$ cat src/rtl/core/arpc_pkg.sv
// Shared types and constants for the ARP cache table.
package arpc_pkg;

  // Field widths of a request and of a result.
  localparam int unsigned REQ_W = 2;
  localparam int unsigned IP_W  = 32;
  localparam int unsigned MAC_W = 48;

  // Request codes.
  localparam logic [REQ_W-1:0] REQ_ADD    = 2'd0;
  localparam logic [REQ_W-1:0] REQ_LOOKUP = 2'd1;
  localparam logic [REQ_W-1:0] REQ_CLEAR  = 2'd2;

  // Result status codes.
  localparam logic STATUS_OK   = 1'b0;
  localparam logic STATUS_FAIL = 1'b1;

  // One table entry as it travels along the ring of cells.
  typedef struct packed {
    logic             valid;
    logic [IP_W-1:0]  ip;
    logic [MAC_W-1:0] mac;
  } entry_t;

endpackage

$ cat src/rtl/core/arpc_if.sv
// Request and response channel interfaces of the ARP cache table.
interface arpc_req_if;
  logic                        valid;
  logic                        ready;
  logic [arpc_pkg::REQ_W-1:0]  req_type;
  logic [arpc_pkg::IP_W-1:0]   ip_address;
  logic [arpc_pkg::MAC_W-1:0]  new_mac;

  modport source (output valid, req_type, ip_address, new_mac, input ready);
  modport sink   (input valid, req_type, ip_address, new_mac, output ready);
endinterface

interface arpc_rsp_if;
  logic                        valid;
  logic                        ready;
  logic                        status;
  logic [arpc_pkg::MAC_W-1:0]  found_mac;

  modport source (output valid, status, found_mac, input ready);
  modport sink   (input valid, status, found_mac, output ready);
endinterface

$ cat src/rtl/core/arpc_cell.sv
// One storage cell of the rotating entry ring.
module arpc_cell (
  input  logic             clk_i,
  input  logic             rst_ni,
  input  logic             shift_i,
  input  logic             clear_i,
  input  arpc_pkg::entry_t entry_i,
  output arpc_pkg::entry_t entry_o
);

  logic                        valid_q;
  logic [arpc_pkg::IP_W-1:0]   ip_q;
  logic [arpc_pkg::MAC_W-1:0]  mac_q;

  // The valid bit drops on reset or on a clear; otherwise it moves with the ring.
  always_ff @(posedge clk_i or negedge rst_ni) begin
    if (!rst_ni) begin
      valid_q <= 1'b0;
    end else if (clear_i) begin
      valid_q <= 1'b0;
    end else if (shift_i) begin
      valid_q <= entry_i.valid;
    end
  end

  // Address and MAC take the neighbor's contents on every shift.
  always_ff @(posedge clk_i) begin
    if (shift_i) begin
      ip_q  <= entry_i.ip;
      mac_q <= entry_i.mac;
    end
  end

  assign entry_o = '{valid: valid_q, ip: ip_q, mac: mac_q};

endmodule

$ cat src/rtl/core/arp_cache_table_top.sv
// ARP cache table: ENTRIES cells form a ring that rotates past one compare unit at the head.
// Add and lookup stage their result after one full rotation of the ring through the SCAN state;
// clear and unused codes go straight to the DONE state, which stages the result.
// One request is in progress at a time; the next is taken once the result is staged,
// and a result that is not taken keeps the sequencer waiting in the DONE state.
// Reset is asynchronous and active low; it clears every valid bit, the control and the output valid.
module arp_cache_table_top #(
  parameter int unsigned ENTRIES = 32
) (
  input  logic           clk_i,
  input  logic           rst_ni,
  arpc_req_if.sink       req_i,
  arpc_rsp_if.source     rsp_o
);

  localparam int unsigned CntW = (ENTRIES > 1) ? $clog2(ENTRIES) : 1;
  localparam logic [CntW-1:0] CntLast = CntW'(ENTRIES - 1);

  localparam logic [1:0] ST_IDLE = 2'd0;
  localparam logic [1:0] ST_SCAN = 2'd1;
  localparam logic [1:0] ST_DONE = 2'd2;

  logic [1:0]                  state_q, state_d;
  logic [CntW-1:0]             cnt_q, cnt_d;
  logic [arpc_pkg::REQ_W-1:0]  op_q, op_d;
  logic [arpc_pkg::IP_W-1:0]   ip_q, ip_d;
  logic [arpc_pkg::MAC_W-1:0]  new_mac_q, new_mac_d;
  logic                        hit_q, hit_d;
  logic [arpc_pkg::MAC_W-1:0]  res_mac_q, res_mac_d;
  logic                        rsp_valid_q, rsp_valid_d;
  logic                        rsp_status_q, rsp_status_d;
  logic [arpc_pkg::MAC_W-1:0]  rsp_mac_q, rsp_mac_d;

  logic             req_fire;
  logic             shift;
  logic             clear_cells;
  logic             take_slot;
  logic             match;
  arpc_pkg::entry_t head;
  arpc_pkg::entry_t ring_in;
  arpc_pkg::entry_t cell_out [ENTRIES];
  logic [ENTRIES-1:0] valid_vec;

  // Ring of cells: each takes its upper neighbor; the last takes the head or the added entry.
  for (genvar i = 0; i < ENTRIES; i++) begin : g_cell
    arpc_pkg::entry_t cell_in;
    if (i == ENTRIES - 1) begin : g_tail
      assign cell_in = ring_in;
    end else begin : g_mid
      assign cell_in = cell_out[i+1];
    end
    arpc_cell u_cell (
      .clk_i   (clk_i),
      .rst_ni  (rst_ni),
      .shift_i (shift),
      .clear_i (clear_cells),
      .entry_i (cell_in),
      .entry_o (cell_out[i])
    );
    assign valid_vec[i] = cell_out[i].valid;
  end

  // Head of the ring: during step k it holds entry k, so the first hit is the lowest index.
  assign head      = cell_out[0];
  assign shift     = (state_q == ST_SCAN);
  assign take_slot = shift && (op_q == arpc_pkg::REQ_ADD) && !hit_q && !head.valid;
  assign match     = shift && (op_q == arpc_pkg::REQ_LOOKUP) && !hit_q && head.valid &&
                     (head.ip == ip_q);
  assign ring_in   = take_slot ? '{valid: 1'b1, ip: ip_q, mac: new_mac_q} : head;

  assign req_i.ready = (state_q == ST_IDLE);
  assign req_fire    = req_i.valid && req_i.ready;

  // Sequencer: accept, rotate the ring once for add and lookup, then stage the result in the output register.
  always_comb begin
    state_d      = state_q;
    cnt_d        = cnt_q;
    op_d         = op_q;
    ip_d         = ip_q;
    new_mac_d    = new_mac_q;
    hit_d        = hit_q;
    res_mac_d    = res_mac_q;
    clear_cells  = 1'b0;
    rsp_valid_d  = rsp_valid_q && !rsp_o.ready;
    rsp_status_d = rsp_status_q;
    rsp_mac_d    = rsp_mac_q;

    case (state_q)
      ST_IDLE: begin
        if (req_fire) begin
          op_d      = req_i.req_type;
          ip_d      = req_i.ip_address;
          new_mac_d = req_i.new_mac;
          res_mac_d = '0;
          cnt_d     = '0;
          case (req_i.req_type)
            arpc_pkg::REQ_ADD, arpc_pkg::REQ_LOOKUP: begin
              hit_d   = 1'b0;
              state_d = ST_SCAN;
            end
            arpc_pkg::REQ_CLEAR: begin
              clear_cells = 1'b1;
              hit_d       = 1'b1;
              state_d     = ST_DONE;
            end
            default: begin
              hit_d   = 1'b0;
              state_d = ST_DONE;
            end
          endcase
        end
      end
      ST_SCAN: begin
        if (take_slot || match) begin
          hit_d = 1'b1;
        end
        if (match) begin
          res_mac_d = head.mac;
        end
        cnt_d = cnt_q + CntW'(1);
        if (cnt_q == CntLast) begin
          state_d = ST_DONE;
        end
      end
      ST_DONE: begin
        if (!rsp_valid_q || rsp_o.ready) begin
          rsp_valid_d  = 1'b1;
          rsp_status_d = hit_q ? arpc_pkg::STATUS_OK : arpc_pkg::STATUS_FAIL;
          rsp_mac_d    = res_mac_q;
          state_d      = ST_IDLE;
        end
      end
      default: begin
        state_d = ST_IDLE;
      end
    endcase
  end

  // Control registers.
  always_ff @(posedge clk_i or negedge rst_ni) begin
    if (!rst_ni) begin
      state_q     <= ST_IDLE;
      cnt_q       <= '0;
      hit_q       <= 1'b0;
      rsp_valid_q <= 1'b0;
    end else begin
      state_q     <= state_d;
      cnt_q       <= cnt_d;
      hit_q       <= hit_d;
      rsp_valid_q <= rsp_valid_d;
    end
  end

  // Payload registers of the request in progress and of the staged result.
  always_ff @(posedge clk_i) begin
    op_q         <= op_d;
    ip_q         <= ip_d;
    new_mac_q    <= new_mac_d;
    res_mac_q    <= res_mac_d;
    rsp_status_q <= rsp_status_d;
    rsp_mac_q    <= rsp_mac_d;
  end

  assign rsp_o.valid     = rsp_valid_q;
  assign rsp_o.status    = rsp_status_q;
  assign rsp_o.found_mac = rsp_mac_q;

`ifndef NO_ASSERTIONS
  // A scan ends after exactly one rotation of the ring.
  a_scan_len: assert property (@(posedge clk_i) disable iff (!rst_ni)
    (state_q == ST_SCAN && cnt_q == CntLast) |=> (state_q == ST_DONE))
    else $error("scan did not end after one rotation");

  // A staged result that is not taken keeps the sequencer waiting.
  a_hold_done: assert property (@(posedge clk_i) disable iff (!rst_ni)
    (state_q == ST_DONE && rsp_valid_q && !rsp_o.ready) |=> (state_q == ST_DONE))
    else $error("result overwritten before it was taken");

  // A failed request never reports a MAC.
  a_fail_zero: assert property (@(posedge clk_i) disable iff (!rst_ni)
    (rsp_o.valid && rsp_o.status == arpc_pkg::STATUS_FAIL) |-> (rsp_o.found_mac == '0))
    else $error("failure reported with a nonzero MAC");

  // A clear transaction empties the whole table.
  a_clear: assert property (@(posedge clk_i) disable iff (!rst_ni)
    (req_fire && req_i.req_type == arpc_pkg::REQ_CLEAR) |=> (valid_vec == '0))
    else $error("valid bits left after clear");
`endif

endmodule
$ cat src/flat_wrapper.sv
// flat-port wrapper written by rule: the top's interface ports become plain ports
module arp_cache_table_top_flat 
#(
  parameter int unsigned ENTRIES = 32
)
  (clk_i, rst_ni, req_i_valid, req_i_req_type, req_i_ip_address, req_i_new_mac, req_i_ready, rsp_o_valid, rsp_o_status, rsp_o_found_mac, rsp_o_ready);
  arpc_req_if req_i_i ();
  arpc_rsp_if rsp_o_i ();
  input  logic clk_i;
  input  logic rst_ni;
  input wire logic [$bits(req_i_i.valid)-1:0] req_i_valid;
  input wire logic [$bits(req_i_i.req_type)-1:0] req_i_req_type;
  input wire logic [$bits(req_i_i.ip_address)-1:0] req_i_ip_address;
  input wire logic [$bits(req_i_i.new_mac)-1:0] req_i_new_mac;
  output wire logic [$bits(req_i_i.ready)-1:0] req_i_ready;
  output wire logic [$bits(rsp_o_i.valid)-1:0] rsp_o_valid;
  output wire logic [$bits(rsp_o_i.status)-1:0] rsp_o_status;
  output wire logic [$bits(rsp_o_i.found_mac)-1:0] rsp_o_found_mac;
  input wire logic [$bits(rsp_o_i.ready)-1:0] rsp_o_ready;
  assign req_i_i.valid = req_i_valid;
  assign req_i_i.req_type = req_i_req_type;
  assign req_i_i.ip_address = req_i_ip_address;
  assign req_i_i.new_mac = req_i_new_mac;
  assign req_i_ready = req_i_i.ready;
  assign rsp_o_valid = rsp_o_i.valid;
  assign rsp_o_status = rsp_o_i.status;
  assign rsp_o_found_mac = rsp_o_i.found_mac;
  assign rsp_o_i.ready = rsp_o_ready;
  arp_cache_table_top #(.ENTRIES(ENTRIES)) u_core (.clk_i(clk_i), .rst_ni(rst_ni), .req_i(req_i_i), .rsp_o(rsp_o_i));
endmodule
$ cat config.mk
export PLATFORM = sky130hd
export DESIGN_NAME = arp_cache_table_top_flat
export DESIGN_NICKNAME = d
export VERILOG_FILES = /design/src/rtl/core/arpc_pkg.sv /design/src/rtl/core/arpc_if.sv /design/src/rtl/core/arpc_cell.sv /design/src/rtl/core/arp_cache_table_top.sv /design/src/flat_wrapper.sv
export SDC_FILE = /design/constraint.sdc
export NUM_CORES = 2
export LEC_CHECK = 0
export BUFFER_PORTS_ARGS = -buffer_cell sky130_fd_sc_hd__buf_2
export CELL_PAD_IN_SITES_DETAIL_PLACEMENT = 1
export CELL_PAD_IN_SITES_GLOBAL_PLACEMENT = 1
export CORE_MARGIN = 2
export CORE_UTILIZATION = 40
export DETAILED_ROUTE_END_ITERATION = 8
export GPL_TIMING_DRIVEN = 0
export PLACE_DENSITY_LB_ADDON = 0.1
export SLEW_MARGIN = 10
export SYNTH_ARGS = -nofsm -noshare
export SYNTH_HDL_FRONTEND = slang
export SYNTH_HIERARCHICAL = 1
export SYNTH_SLANG_ARGS = --single-unit
$ cat constraint.sdc
create_clock -name clk_i -period 87.6 [get_ports clk_i]
set_input_delay 4.38 -clock clk_i [delete_from_list [all_inputs] [get_ports clk_i]]
set_output_delay 4.38 -clock clk_i [all_outputs]
set_load 0.01 [all_outputs]
==> flow_summary.ini <==
[clocking]
cts_root_buf = clkbuf_16
cts_hold_repair.buffers = 0
cts_buffers = 305
clock_latency_ps = 890
cts_setup_buffers = 0
cts.path.max_buffers = 4
clock_sinks = 2780
tritoncts = yes
cts.clk_slew.worst_paths_ps = 60
cts-resized-gates = 0
cts-htree-levels = 5

[pwr]
p_per_area_mw_per_mm2 = 41.1
total_power_mw = 4.13
leakage_nw = 33.7
vdd_ir_drop_max_uv = 22.3

[global_route]
use_met2_pct = 15.9
top_usage_layer = met1
globalRouteMet1Util_pct = 18.1
use_met3_pct = 2.81
grt_pass1_vias = 31343
overflow = 0
grt_max_degree = 73
antenna_found_initial = 12
grt_pass1_wl_microns = 198000
grt_use_total_pct = 11.7

[timing]
maxSlewHeadroom_pct = 23.5
slew_viol_final = 0
finalCritPeriodShare_pct = 7.15
hold_violations = 0
finalSetupViolations = 0
fin_setup_tns_ps = 0
hold_slack_ps = 394
rsz0062_at_grt = false
worst_slack_ps = 81330
min_period_ps = 6270
fin_skew_ps = 35.4
max_freq_mhz = 160
tightest_slew_ps = 1140

[finish]
layout.cell_area.non_filler_sq_mm = 0.100
syn2layout_area_growth_pct = 17.0
fin_cells = 6644
final_util_pct = 46.9
finalNetCount = 3686
layout-drive-gt1-share_pct = 17.6

[setup_path]
critPathCaptureType = output pin
worstPathArrival_ps = 1890
critical_path.cell_chain = clkbuf_1 -> nor2_1 -> buf_2
slowest_stage = dfrtp_1
path_class = reg -> out
reg2reg_from = u_core/state_q[0]
crit_start = u_core/state_q[0]
critPathBufInv = 2
max_stage_delay_ps = 370
worst_setup_path_start_kind = flip-flop
cp_top_family = buffers and inverters
worstPathRequired_ps = 83220
path_max_fanout = 10

[routing]
wl_per_cell_microns = 18.4
viasPerCell = 4.53
drc_errors = 0
first_pass_iters = 5
vias = 30080
drt-initial-drc-count = 2585
wl_microns = 123000
route.antenna.remaining_nets = 0

[die]
fp.dieH_microns = 467
row_count = 170
boundaryPins = 137
core_sq_mm = 0.214
initial_core_util_pct = 40.1
die_width_microns = 467
fp.dieArea_sq_mm = 0.218

[synth]
synth.largest_area_cell = edfxtp_1
synthFlopType = edfxtp_1
synth_commonest_cells = 2739 x edfxtp_1, 72 x mux2_2, 48 x and2_1, 41 x dfrtp_1, 38 x nor2_1
avgSynthCellArea_sq_um = 27.6
synth.distinct_cells = 33
synthArstFlopShare_pct = 1.47
synth_edf_count = 2739
ys_warn_count = 6
syn_inst = 3105
ys_seq_elements = 2780
synth.most_common_cell = edfxtp_1
ys_seq_area_share_pct = 97.0
synthesis.area_sq_mm = 0.0858
synth_area_leaders = edfxtp_1 96%, dfrtp_1 1.2%, mux2_2 0.94%, mux2i_1 0.38%, and2_1 0.35%
yosysTopAreaCellShare_pct = 95.8
synth_fp_nets = 3193

[hold_path]
hold_start = u_core/g_cell[14].u_cell/mac_q[30]
hp-class = reg -> reg

[placement]
place_area_sq_mm = 0.0914
io_buffers = 136
finalWeightedCongestion = 0.695
hpwl_microns = 61700
place_ws_ps = 81600
numPlacedInstances = 6129

[run_status]
status = finished clean

[flow_run]
maxCapViolCount = 0
flip-flops by register name, summed over array words and instances, names as in the netlist, 2 cells and up:
name                          count
u_core/op_q                       2
u_core/g_cell.u_cell/ip_q      1024
u_core/ip_q                      32
u_core/g_cell.u_cell/valid_q     32
u_core/res_mac_q                 48
u_core/cnt_q                      5
u_core/new_mac_q                 48
u_core/state_q                    2
u_core/rsp_o.found_mac           48
u_core/g_cell.u_cell/mac_q     1536
metal layers:
layer	wire length [microns]	part of all wire [%]	vias to the layer above
li1	-	-	13480
met1	59000	48	15732
met2	53700	44	549
met3	5670	4.6	319
met4	4170	3.4	0
met5	0	0	-
worst paths after layout:
check / to / slack, ps / cells after the start
hold / removal: u_core/g_cell[13].u_cell/mac_q[30] / 390 / 0
max in group asynchronous: u_core/g_cell[5].u_cell/valid_q / 83280 / 1
hold reg to reg: u_core/g_cell[13].u_cell/mac_q[30] / 390 / 0
setup reg to reg: u_core/g_cell[20].u_cell/ip_q[6] / 82190 / 13
min in group asynchronous: u_core/rsp_o.valid / 3650 / 1
setup / recovery: req_i_ready / 81330 / 3
report_power, final:
| group | total, mW | switching [mW] | internal [mW] |
|---|---|---|---|
| Clock | 1.17 | 0.477 | 0.695 |
| Sequential | 2.56 | 0.185 | 2.38 |
| Combinational | 0.395 | 0.295 | 0.100 |
| Total | 4.13 | 0.957 | 3.17 |
cell usage in the layout, fill, tap and decap left out, types with 3 or more instances in the layout:
master      count
bufinv_16      15
mux2_2         72
mux2i_1        33
buf_16         39
clkinv_2       23
nor2_1         37
dfrtp_1        41
inv_6           6
buf_12          9
xnor2_1         5
clkbuf_16     313
clkbuf_1       88
clkinvlp_4      4
buf_4          33
buf_2         144
mux2_1          8
a22o_1          4
clkinv_1       68
edfxtp_1     2739
and2_1         48
nand2b_1        5
nand3_1         3
nor4_1          5
xor2_1         27
nand2_1         4
logic make-up (layout without fill, tap and decap cells):
logic type	count (synthesis)	in the layout	synth area share, %
AO/OA/AOI/OAI	12	12	0.0991
AND/OR/NAND/NOR	116	116	0.729
buffers and inverters	50	750	0.379
adder cells (fa/ha/maj)	2	2	0.0291
other	0	1	0
multiplexers	113	113	1.43
flip-flops	2780	2780	97.0
XOR/XNOR	32	32	0.326
cell type report:
| cell class | instances | area (sq um) |
|---|---|---|
| Clock buffer | 398 | 8160 |
| Fill cell | 18629 | 114000 |
| Tap cell | 2838 | 3550 |
| Multi-Input combinational cell | 275 | 2280 |
| Sequential cell | 2780 | 83300 |
| Timing Repair Buffer | 186 | 1960 |
| Antenna cell | 1 | 2.50 |
| Clock inverter | 116 | 903 |
| Inverter | 3 | 16.3 |
| Buffer | 47 | 319 |
Power figures use the tool's default switching activity.
